File: src/rtl/core/fumc_pkg.sv
`timescale 1ns / 1ps

package fumc_pkg;

    localparam int FRAME_LEN = 8;
    localparam int BYTE_W    = 8;
    localparam int CFG_IDX_W = 2;
    localparam int TX_IDX_W  = $clog2(FRAME_LEN);

    localparam logic [BYTE_W-1:0] START_BYTE_RESET = 8'h02;
    localparam logic [BYTE_W-1:0] END_BYTE_RESET   = 8'h03;

    // Operation codes of an input item.
    localparam logic OP_RX   = 1'b0;
    localparam logic OP_SEND = 1'b1;

    // Configuration register indexes.
    localparam logic [CFG_IDX_W-1:0] CFG_PARSER_ENABLE = 2'd0;
    localparam logic [CFG_IDX_W-1:0] CFG_START_BYTE    = 2'd1;
    localparam logic [CFG_IDX_W-1:0] CFG_END_BYTE      = 2'd2;

    typedef logic [BYTE_W-1:0] t_byte;

    typedef enum logic [1:0] {
        KIND_NONE  = 2'd0,
        KIND_FRAME = 2'd1,
        KIND_TX    = 2'd2
    } t_kind;

    typedef struct packed {
        logic  parser_enable;
        t_byte start_byte;
        t_byte end_byte;
    } t_cfg;

    typedef struct packed {
        logic  operation;
        t_byte rx_byte;
        t_byte tx_command;
        t_byte tx_arg1;
        t_byte tx_arg2;
        t_byte tx_arg3;
        t_byte tx_arg4;
    } t_in_item;

    typedef struct packed {
        t_kind kind;
        t_byte frame_command;
        t_byte frame_arg1;
        t_byte frame_arg2;
        t_byte frame_arg3;
        t_byte frame_arg4;
        t_byte tx_byte;
        logic  last;
    } t_out_item;

    // Wrapping 8-bit sum over the command and the four argument bytes.
    function automatic t_byte frame_sum(t_byte c, t_byte a1, t_byte a2, t_byte a3, t_byte a4);
        frame_sum = c + a1 + a2 + a3 + a4;
    endfunction

endpackage

File: src/rtl/core/fumc_in_if.sv
`timescale 1ns / 1ps

interface fumc_in_if;
    import fumc_pkg::*;

    logic     valid;
    logic     ready;
    t_in_item data;

    modport source (output valid, output data, input ready);
    modport sink (input valid, input data, output ready);
endinterface

File: src/rtl/core/fumc_out_if.sv
`timescale 1ns / 1ps

interface fumc_out_if;
    import fumc_pkg::*;

    logic      valid;
    logic      ready;
    t_out_item data;

    modport source (output valid, output data, input ready);
    modport sink (input valid, input data, output ready);
endinterface

File: src/rtl/core/fumc_rx_parser.sv
`timescale 1ns / 1ps

module fumc_rx_parser (
    input  logic                 i_clk,
    input  logic                 i_rst_n,
    input  fumc_pkg::t_cfg       i_cfg,
    input  logic                 i_take,
    input  fumc_pkg::t_byte      i_byte,
    output fumc_pkg::t_out_item  o_result
);
    import fumc_pkg::*;

    logic                r_receiving;
    logic [TX_IDX_W-1:0] r_count;
    t_byte               r_store [1:6];

    logic                n_receiving;
    logic [TX_IDX_W-1:0] n_count;
    logic                w_good;
    t_byte               w_sum;

    assign w_sum = frame_sum(r_store[1], r_store[2], r_store[3], r_store[4], r_store[5]);

    always_comb begin
        n_receiving = r_receiving;
        n_count     = r_count;
        w_good      = 1'b0;
        if (i_cfg.parser_enable) begin
            if (!r_receiving) begin
                if (i_byte == i_cfg.start_byte) begin
                    n_receiving = 1'b1;
                    n_count     = TX_IDX_W'(1);
                end
            end else begin
                n_count = r_count + TX_IDX_W'(1);
                // The byte at the last position closes the frame either way.
                if (r_count == TX_IDX_W'(FRAME_LEN - 1)) begin
                    n_receiving = 1'b0;
                    w_good      = (i_byte == i_cfg.end_byte) && (w_sum == r_store[6]);
                end
            end
        end
    end

    always_ff @(posedge i_clk) begin
        if (!i_rst_n) begin
            r_receiving <= 1'b0;
            r_count     <= '0;
        end else if (i_take) begin
            r_receiving <= n_receiving;
            r_count     <= n_count;
        end
    end

    always_ff @(posedge i_clk) begin
        if (i_take && i_cfg.parser_enable && r_receiving) begin
            for (int k = 1; k <= 6; k++) begin
                if (r_count == TX_IDX_W'(k)) begin
                    r_store[k] <= i_byte;
                end
            end
        end
    end

    always_comb begin
        o_result      = '0;
        o_result.kind = KIND_NONE;
        o_result.last = 1'b1;
        if (w_good) begin
            o_result.kind          = KIND_FRAME;
            o_result.frame_command = r_store[1];
            o_result.frame_arg1    = r_store[2];
            o_result.frame_arg2    = r_store[3];
            o_result.frame_arg3    = r_store[4];
            o_result.frame_arg4    = r_store[5];
        end
    end

endmodule

File: src/rtl/core/fumc_tx_framer.sv
`timescale 1ns / 1ps

module fumc_tx_framer (
    input  logic                 i_clk,
    input  logic                 i_rst_n,
    input  fumc_pkg::t_cfg       i_cfg,
    input  logic                 i_step,
    input  fumc_pkg::t_in_item   i_item,
    output fumc_pkg::t_out_item  o_result,
    output logic                 o_done
);
    import fumc_pkg::*;

    logic [TX_IDX_W-1:0] r_idx;
    t_byte               w_byte;

    assign o_done = (r_idx == TX_IDX_W'(FRAME_LEN - 1));

    always_ff @(posedge i_clk) begin
        if (!i_rst_n) begin
            r_idx <= '0;
        end else if (i_step) begin
            r_idx <= o_done ? '0 : r_idx + TX_IDX_W'(1);
        end
    end

    always_comb begin
        case (r_idx)
            3'd0:    w_byte = i_cfg.start_byte;
            3'd1:    w_byte = i_item.tx_command;
            3'd2:    w_byte = i_item.tx_arg1;
            3'd3:    w_byte = i_item.tx_arg2;
            3'd4:    w_byte = i_item.tx_arg3;
            3'd5:    w_byte = i_item.tx_arg4;
            3'd6:    w_byte = frame_sum(i_item.tx_command, i_item.tx_arg1, i_item.tx_arg2,
                                        i_item.tx_arg3, i_item.tx_arg4);
            default: w_byte = i_cfg.end_byte;
        endcase
    end

    always_comb begin
        o_result         = '0;
        o_result.kind    = KIND_TX;
        o_result.tx_byte = w_byte;
        o_result.last    = o_done;
    end

endmodule

File: src/rtl/core/framed_uart_message_codec.sv
`timescale 1ns / 1ps

// Framed UART message codec. Each input item is either one received byte or a request to
// send one frame; frames are start byte, command, four arguments, 8-bit wrapping sum of
// those five, end byte. A received byte yields exactly one result, which is a valid frame
// (kind 1) when the byte completes a frame whose end byte and checksum match, and kind 0
// otherwise. A send yields eight transmit-byte results, the last one flagged. Items pass
// through an input register and a result register. A received byte frees the input
// register as its result is registered; a send holds it while the framer's byte counter
// steps through all eight bytes. Received bytes flow at one item per cycle while the
// output is ready. An empty input register takes a new item while a result still waits
// on the output. Configuration is a plain write port (index 0 parser enable, 1 start
// byte, 2 end byte); changing the enable keeps any partial frame.
module framed_uart_message_codec (
    input  logic                           i_clk,
    input  logic                           i_rst_n,
    input  logic                           i_cfg_we,
    input  logic [fumc_pkg::CFG_IDX_W-1:0] i_cfg_index,
    input  fumc_pkg::t_byte                i_cfg_data,
    fumc_in_if.sink                        i_in,
    fumc_out_if.source                     o_out
);
    import fumc_pkg::*;

    t_cfg      r_cfg;
    t_in_item  r_in;
    logic      r_in_valid;
    t_out_item r_out;
    logic      r_out_valid;

    logic      w_adv;
    logic      w_release;
    logic      w_accept;
    logic      w_tx_done;
    t_out_item w_rx_result;
    t_out_item w_tx_result;

    always_ff @(posedge i_clk) begin
        if (!i_rst_n) begin
            r_cfg.parser_enable <= 1'b0;
            r_cfg.start_byte    <= START_BYTE_RESET;
            r_cfg.end_byte      <= END_BYTE_RESET;
        end else if (i_cfg_we) begin
            unique case (i_cfg_index)
                CFG_PARSER_ENABLE: r_cfg.parser_enable <= i_cfg_data[0];
                CFG_START_BYTE:    r_cfg.start_byte    <= i_cfg_data;
                CFG_END_BYTE:      r_cfg.end_byte      <= i_cfg_data;
                default:           ;
            endcase
        end
    end

    // The held item produces one result each time the result register is free.
    assign w_adv     = r_in_valid && (!r_out_valid || o_out.ready);
    assign w_release = w_adv && ((r_in.operation == OP_RX) || w_tx_done);
    assign i_in.ready = !r_in_valid || w_release;
    assign w_accept  = i_in.valid && i_in.ready;

    fumc_rx_parser u_rx_parser (
        .i_clk    (i_clk),
        .i_rst_n  (i_rst_n),
        .i_cfg    (r_cfg),
        .i_take   (w_adv && (r_in.operation == OP_RX)),
        .i_byte   (r_in.rx_byte),
        .o_result (w_rx_result)
    );

    fumc_tx_framer u_tx_framer (
        .i_clk    (i_clk),
        .i_rst_n  (i_rst_n),
        .i_cfg    (r_cfg),
        .i_step   (w_adv && (r_in.operation == OP_SEND)),
        .i_item   (r_in),
        .o_result (w_tx_result),
        .o_done   (w_tx_done)
    );

    always_ff @(posedge i_clk) begin
        if (!i_rst_n) begin
            r_in_valid  <= 1'b0;
            r_out_valid <= 1'b0;
        end else begin
            if (w_accept) begin
                r_in_valid <= 1'b1;
            end else if (w_release) begin
                r_in_valid <= 1'b0;
            end
            if (w_adv) begin
                r_out_valid <= 1'b1;
            end else if (o_out.ready) begin
                r_out_valid <= 1'b0;
            end
        end
    end

    always_ff @(posedge i_clk) begin
        if (w_accept) begin
            r_in <= i_in.data;
        end
        if (w_adv) begin
            r_out <= (r_in.operation == OP_RX) ? w_rx_result : w_tx_result;
        end
    end

    assign o_out.valid = r_out_valid;
    assign o_out.data  = r_out;

    a_frame_is_last: assert property (@(posedge i_clk) disable iff (!i_rst_n)
        o_out.valid && (o_out.data.kind == KIND_FRAME) |-> o_out.data.last)
        else $error("received frame result not flagged last");

    a_none_is_clear: assert property (@(posedge i_clk) disable iff (!i_rst_n)
        o_out.valid && (o_out.data.kind == KIND_NONE)
        |-> (o_out.data.frame_command == '0) && (o_out.data.tx_byte == '0) && o_out.data.last)
        else $error("empty result carries data");

    a_accept_holds: assert property (@(posedge i_clk) disable iff (!i_rst_n)
        w_accept |=> r_in_valid)
        else $error("accepted item not held in input register");

    a_out_loaded: assert property (@(posedge i_clk) disable iff (!i_rst_n)
        w_adv |=> o_out.valid)
        else $error("result register not loaded after advance");

endmodule

File: src/flat_wrapper.sv
// flat-port wrapper written by rule: the top's interface ports become plain ports
module framed_uart_message_codec_flat import fumc_pkg::*;
  (i_clk, i_rst_n, i_cfg_we, i_cfg_index, i_cfg_data, i_in_valid, i_in_data, i_in_ready, o_out_valid, o_out_data, o_out_ready);
  fumc_in_if i_in_i ();
  fumc_out_if o_out_i ();
  input  logic i_clk;
  input  logic i_rst_n;
  input  logic i_cfg_we;
  input  logic [fumc_pkg::CFG_IDX_W-1:0] i_cfg_index;
  input  fumc_pkg::t_byte i_cfg_data;
  input wire logic [$bits(i_in_i.valid)-1:0] i_in_valid;
  input wire logic [$bits(i_in_i.data)-1:0] i_in_data;
  output wire logic [$bits(i_in_i.ready)-1:0] i_in_ready;
  output wire logic [$bits(o_out_i.valid)-1:0] o_out_valid;
  output wire logic [$bits(o_out_i.data)-1:0] o_out_data;
  input wire logic [$bits(o_out_i.ready)-1:0] o_out_ready;
  assign i_in_i.valid = i_in_valid;
  assign i_in_i.data = i_in_data;
  assign i_in_ready = i_in_i.ready;
  assign o_out_valid = o_out_i.valid;
  assign o_out_data = o_out_i.data;
  assign o_out_i.ready = o_out_ready;
  framed_uart_message_codec u_core (.i_clk(i_clk), .i_rst_n(i_rst_n), .i_cfg_we(i_cfg_we), .i_cfg_index(i_cfg_index), .i_cfg_data(i_cfg_data), .i_in(i_in_i), .o_out(o_out_i));
endmodule
File: config.mk
export PLATFORM = sky130hd
export DESIGN_NAME = framed_uart_message_codec_flat
export DESIGN_NICKNAME = d
export VERILOG_FILES = /design/src/rtl/core/fumc_pkg.sv /design/src/rtl/core/fumc_in_if.sv /design/src/rtl/core/fumc_out_if.sv /design/src/rtl/core/fumc_rx_parser.sv /design/src/rtl/core/fumc_tx_framer.sv /design/src/rtl/core/framed_uart_message_codec.sv /design/src/flat_wrapper.sv
export SDC_FILE = /design/constraint.sdc
export NUM_CORES = 1
export LEC_CHECK = 0
export BUFFER_PORTS_ARGS = -buffer_cell sky130_fd_sc_hd__buf_2
export CAP_MARGIN = 10
export CORE_UTILIZATION = 35
export DETAILED_ROUTE_END_ITERATION = 8
export PLACE_DENSITY = 0.65
export SLEW_MARGIN = 5
export SYNTH_ARGS = -nofsm -noshare
export SYNTH_HDL_FRONTEND = slang
export SYNTH_SLANG_ARGS = --single-unit
File: constraint.sdc
create_clock -name i_clk -period 12 [get_ports i_clk]
set_input_delay 1.2 -clock i_clk [delete_from_list [all_inputs] [get_ports i_clk]]
set_output_delay 1.2 -clock i_clk [all_outputs]
set_load 0.01 [all_outputs]
## Word level (Yosys, flattened, before mapping)

Memory sizes are Yosys's and may differ from the RTL's.
Index checks and enable logic that the tools add are counted.

- Add/sub/neg operators: 10
- Multiply operators: 0
- Div/mod/pow operators: 0
- Magnitude comparators: 0
- Equality and inequality tests: 19
- Shifts and indexed selects: 0
- Muxes and demuxes: 48
- Bitwise operators: 2
- Reductions and logical operators: 29

Operator list:

| cell | count |
|---|---|
| $add A8 B8 Y8 | 8 |
| $pmux W8 S7 | 1 |
| $mux W41 | 1 |
| $mux W8 | 5 |
| $reduce_or A8 Y1 | 5 |
| $mux W1 | 33 |
| $eq A3 B3 Y1 const B | 8 |
| $eq A8 B8 Y1 | 3 |
| $mux W3 | 8 |
| $eq A3 B2 Y1 const B | 4 |
| $logic_and A1 B1 Y1 | 8 |
| $reduce_and A2 Y1 | 4 |
| $add A3 B1 Y3 const B | 2 |
| $eq A3 B1 Y1 const B | 2 |
| $reduce_bool A2 Y1 | 3 |
| $logic_not A3 Y1 | 1 |
| $logic_or A1 B1 Y1 | 3 |
| $reduce_and A3 Y1 | 1 |
| $eq A2 B1 Y1 const B | 1 |
| $eq A2 B2 Y1 const B | 1 |
| $logic_not A1 Y1 | 2 |
| $logic_not A2 Y1 | 1 |
| $not A1 Y1 | 2 |
| $reduce_or A2 Y1 | 1 |

- Register bits after elaboration: 126
- Bits in latches: 0
- Memory bits (writable): 48
- ROM bits: 0
- Input port bits: 64
- Output and inout bits: 53
- Word-level logic and storage cells: 132
- Memories kept: 1

Memory list:

| name | words | width | rd ports | clocked after Yosys merged registers in | write ports | line | text |
|---|---|---|---|---|---|---|---|
| u_core.u_rx_parser.r_store | 6 | 8 | 6 | 0 | 1 | fumc_rx_parser.sv:15 | `t_byte r_store [1:6];` |

## Logic depth before layout (Yosys ltp)

- Word-level depth: 14
- Depth in mapped cells: 13
- Depth with buffers taken out: 12

## Modules after synthesis

Synthesis repeated with hierarchy kept, for this count alone.

- Cells, all modules: 755
- Area, all modules: 10118.5 sq um

By module, submodules not included:

| module | times used | cells each | area each (sq um) | sequential area each (sq um) |
|---|---|---|---|---|
| framed_uart_message_codec | 1 | 236 | 4663.2 | 3383.2 |
| fumc_rx_parser | 1 | 279 | 3563.4 | 1521.5 |
| fumc_tx_framer | 1 | 240 | 1891.8 | 60.1 |

## Worst setup path before layout

No wires, ideal clock.

- Kind: input -> register
- Start: input port o_out_ready
- End: register u_core.r_in[0] (netlist name), enable pin
- Library setup time: 0.472 ns
- Arrival time: 3.849 ns
- Data required time: 11.528 ns
- Setup slack: 7.679 ns
- Stages on the path: 3
- Path buffers: 0
- Cell sequence: nand2b_1 > nand2_1 > a21oi_1

- Longest elaborated chain between the ends: 5

RTL lines:

| element | line | text |
|---|---|---|
| start, declared | flat_wrapper.sv:16 | `input wire logic [$bits(o_out_i.ready)-1:0] o_out_ready;` |
| $logic_or A1 B1 Y1 | framed_uart_message_codec.sv:54 | `assign w_adv = r_in_valid && (!r_out_valid \|\| o_out.ready);` |
| $logic_and A1 B1 Y1 | framed_uart_message_codec.sv:54 |  |
| $logic_and A1 B1 Y1 | framed_uart_message_codec.sv:55 | `assign w_release = w_adv && ((r_in.operation == OP_RX) \|\| w_tx_done);` |
| $logic_or A1 B1 Y1 | framed_uart_message_codec.sv:56 | `assign i_in.ready = !r_in_valid \|\| w_release;` |
| $logic_and A1 B1 Y1 | framed_uart_message_codec.sv:57 | `assign w_accept = i_in.valid && i_in.ready;` |
| via u_core.w_accept | framed_uart_message_codec.sv:33 | `logic w_accept;` |
| end signal, assigned | framed_uart_message_codec.sv:98 | `r_in <= i_in.data;` |
| end, declared | framed_uart_message_codec.sv:26 | `t_in_item r_in;` |

The timed path passes the listed nets, and every way through them passes these cells.
A chain may end at the register's enable or synchronous reset.

==> metrics.yaml <==
status: "completed"
worst_hold_path_type: "reg -> reg"
dp_hpwl_mm: 12.5
core_sq_um: 23700
synth-main-ff-cell: "edfxtp_1"
netlist.area_leader.share_pct: 52.1
cts_sinks: 174
yosysTopAreaCell: "edfxtp_1"
cts_buffers: 17
antenna_found_initial: 3
slew_headroom_pct: 45.7
wl_mm: 17.0
rr_worst_depth: 12
synthCells: 580
rsz0062_at_grt: "no"
setup_viol: 0
finalHoldViolCount: 0
synth_edf_count: 148
use_met2_pct: 25.0
met1_usage_pct: 19.0
fin_skew_ps: 12.3
drtPass1Iterations: 7
ios: 117
die_w_um: 158
die_area_sq_um: 25000
place_congestion: 0.818
ctsResizeCount: 0
cts-root-buf: "clkbuf_16"
peakVddDrop_mv: 0.0990
antenna_left: 0
async_reset_ff_share_pct: 0
cts.clk_slew.worst_paths_ps: 70
dpl_cell_area_sq_um: 9450
grt_most_used_layer: "met2"
critPathArrivalTime_ps: 4840
tns_ps: 0
layout_common_cells: "edfxtp_1 (148), buf_2 (116), inv_1 (61)"
initial_core_util_pct: 36.0
stdcell_area_sq_um: 10000
setup_slack_ps: 7300
syn_area_sq_um: 8520
fin_nets: 827
grt_use_total_pct: 14.8
grt_max_degree: 50
pre_cts_ws_ps: 7270
worstMarginPinSlew_ps: 808
synth-seq-area-share_pct: 58.2
clock_path_buffers: 2
rows: 56
grt_pass1_wl_mm: 27.5
worstSetupPathType: "reg -> reg"
slew_viol_final: 0
drc: 0
drive_above_1_share_pct: 28.2
die_y_um: 158
cts_hold_buf: 0
drt-vias-per-instance: 4.80
cts_tree: "yes"
htreeDepth: 4
grt_overflow_total: 0
dr_total_vias: 4931
min-delay-start: "u_core.u_rx_parser.r_receiving"
p_per_area_nw_per_um2: 141
post_synth.cell_area_avg_sq_um: 14.7
layout_commonest_cell: "edfxtp_1"
hold_slack_ps: 524
worstReg2RegEnd: "u_core.o_out.data[14]"
fin_crit_sh_pct: 39.1
min_period_ps: 4700
synth_fp_nets: 712
min_path_cells: 2
portBuffers: 116
grt_pass1_vias: 5099
grt_util_met3_pct: 4.00
hold_end: "u_core.u_rx_parser.r_receiving"
clk_latency_ps: 430
placed_cells: 995
r2r_slack_ps: 7300
drv_cap: 0
postCtsSetupBuffers: 0
drt_iter0_drc: 409
wl_per_cell_um: 16.6
fin_cells: 1028
synth.area.top_cells: "edfxtp_1 (52%), fa_1 (9.4%), dfxtp_1 (6.1%)"
worstSetupStartpointType: "flop"
cp.required_ps: 12150
yosysWarnings: 0
r2r-start: "u_core.u_rx_parser.r_store[2][1]"
end_kind: "flop"
ys_seq_elements: 174
synth.distinct_cells: 44
max_freq_mhz: 213
area_delta_synth_final_pct: 17.9
crit_fanout: 27
p_leak_nw: 3.91
-- worst max-delay path, cell delays in order (launching register included) --
cell,delay [ps]
edfxtp_1,420
fa_1,530
fa_1,520
fa_1,570
ha_1,180
inv_1,60
fa_1,390
nand2b_1,160
a21oi_1,200
a31oi_1,210
xnor2_4,580
buf_4,520
nor4_2,80
-- cells by family (layout without fill, tap and decap cells) --
group                      Yosys count  in the layout  share of synthesized area, %
DFF                                174            174                          58.2
and+or+nand+nor                    118            118                          10.9
buffers and inverters               86            214                          4.14
AOI/OAI and AO/OA                   70             70                          5.97
adders and majority gates           68             68                          13.5
xor gates and xnor gates            47             47                          5.25
muxes                               17             17                          2.00
other                                0              1                             0
-- through the flow --
| stage | utilization, % | power, mW |
|---|---|---|
| after floorplan | - | 0.830 |
| after global placement | 39.9 | 0.875 |
| after detailed placement | 39.9 | 0.881 |
| after CTS | 42.4 | 1.43 |
| after global routing | 42.4 | 1.48 |
| final | 42.4 | 1.42 |
-- synth_stat cells (5+ instances only) --
cell type / number
a21boi_0: 5
a21o_1: 6
a21oi_1: 15
a221oi_1: 5
a222oi_1: 14
and3_1: 5
clkbuf_1: 20
dfxtp_1: 26
edfxtp_1: 148
fa_1: 40
ha_1: 28
inv_1: 61
mux2i_1: 17
nand2_1: 20
nor2_1: 8
nor2b_1: 19
nor4_2: 40
o21ai_0: 13
xnor2_1: 28
xor2_1: 15
-- routing by layer --
layer | wire (um) | share of wire (%) | up-vias
met4 | 136 | 0.80 | 4
met1 | 7660 | 45 | 2415
met3 | 958 | 5.6 | 15
met2 | 8260 | 48 | 148
li1 | - | - | 2349
met5 | 27 | 0.16 | -
-- area by class of cell --
cell class | instances | area (sq um)
fillers | 2215 | 13600
flip-flops and latches | 174 | 4960
multi-input cells | 320 | 3240
repair buffers | 121 | 618
clock buffers | 22 | 495
well taps | 319 | 399
inverters | 61 | 229
clock inverters | 10 | 101
diodes | 1 | 2.50
-- sequential cells by signal, summed over array words and instances (netlist names) --
signal                          count
u_core.o_out.data                  51
u_core.u_rx_parser.r_receiving      1
u_core.r_cfg                       17
u_core.u_tx_framer.r_idx            3
u_core.r_in                        49
u_core.u_rx_parser.r_store         48
u_core.u_rx_parser.r_count          3
u_core.o_out.valid                  1
u_core.r_in_valid                   1
-- worst max path at each step --
| stage | from | end | cells after the start | slack (ps) |
|---|---|---|---|---|
| floorplan | o_out_ready | u_core.r_in[0] | 3 | 7680 |
| global placement | u_core.u_rx_parser.r_store[2][1] | u_core.o_out.data[47] | 12 | 7410 |
| detailed placement | u_core.u_rx_parser.r_store[2][1] | u_core.o_out.data[11] | 12 | 7270 |
| CTS | u_core.u_rx_parser.r_store[2][1] | u_core.o_out.data[14] | 12 | 7270 |
| global route | u_core.u_rx_parser.r_store[2][1] | u_core.o_out.data[14] | 12 | 7030 |
| finish | u_core.u_rx_parser.r_store[2][1] | u_core.o_out.data[14] | 12 | 7300 |
-- where the power goes --
part / leakage [nW] / total, mW / switching [mW] / internal (mW)
registers: 1.66 / 0.694 / 0.0171 / 0.677
logic: 1.96 / 0.172 / 0.0890 / 0.0831
clock network: 0.293 / 0.551 / 0.233 / 0.317
total: 3.91 / 1.42 / 0.339 / 1.08
(Power assumes the default switching activity.)
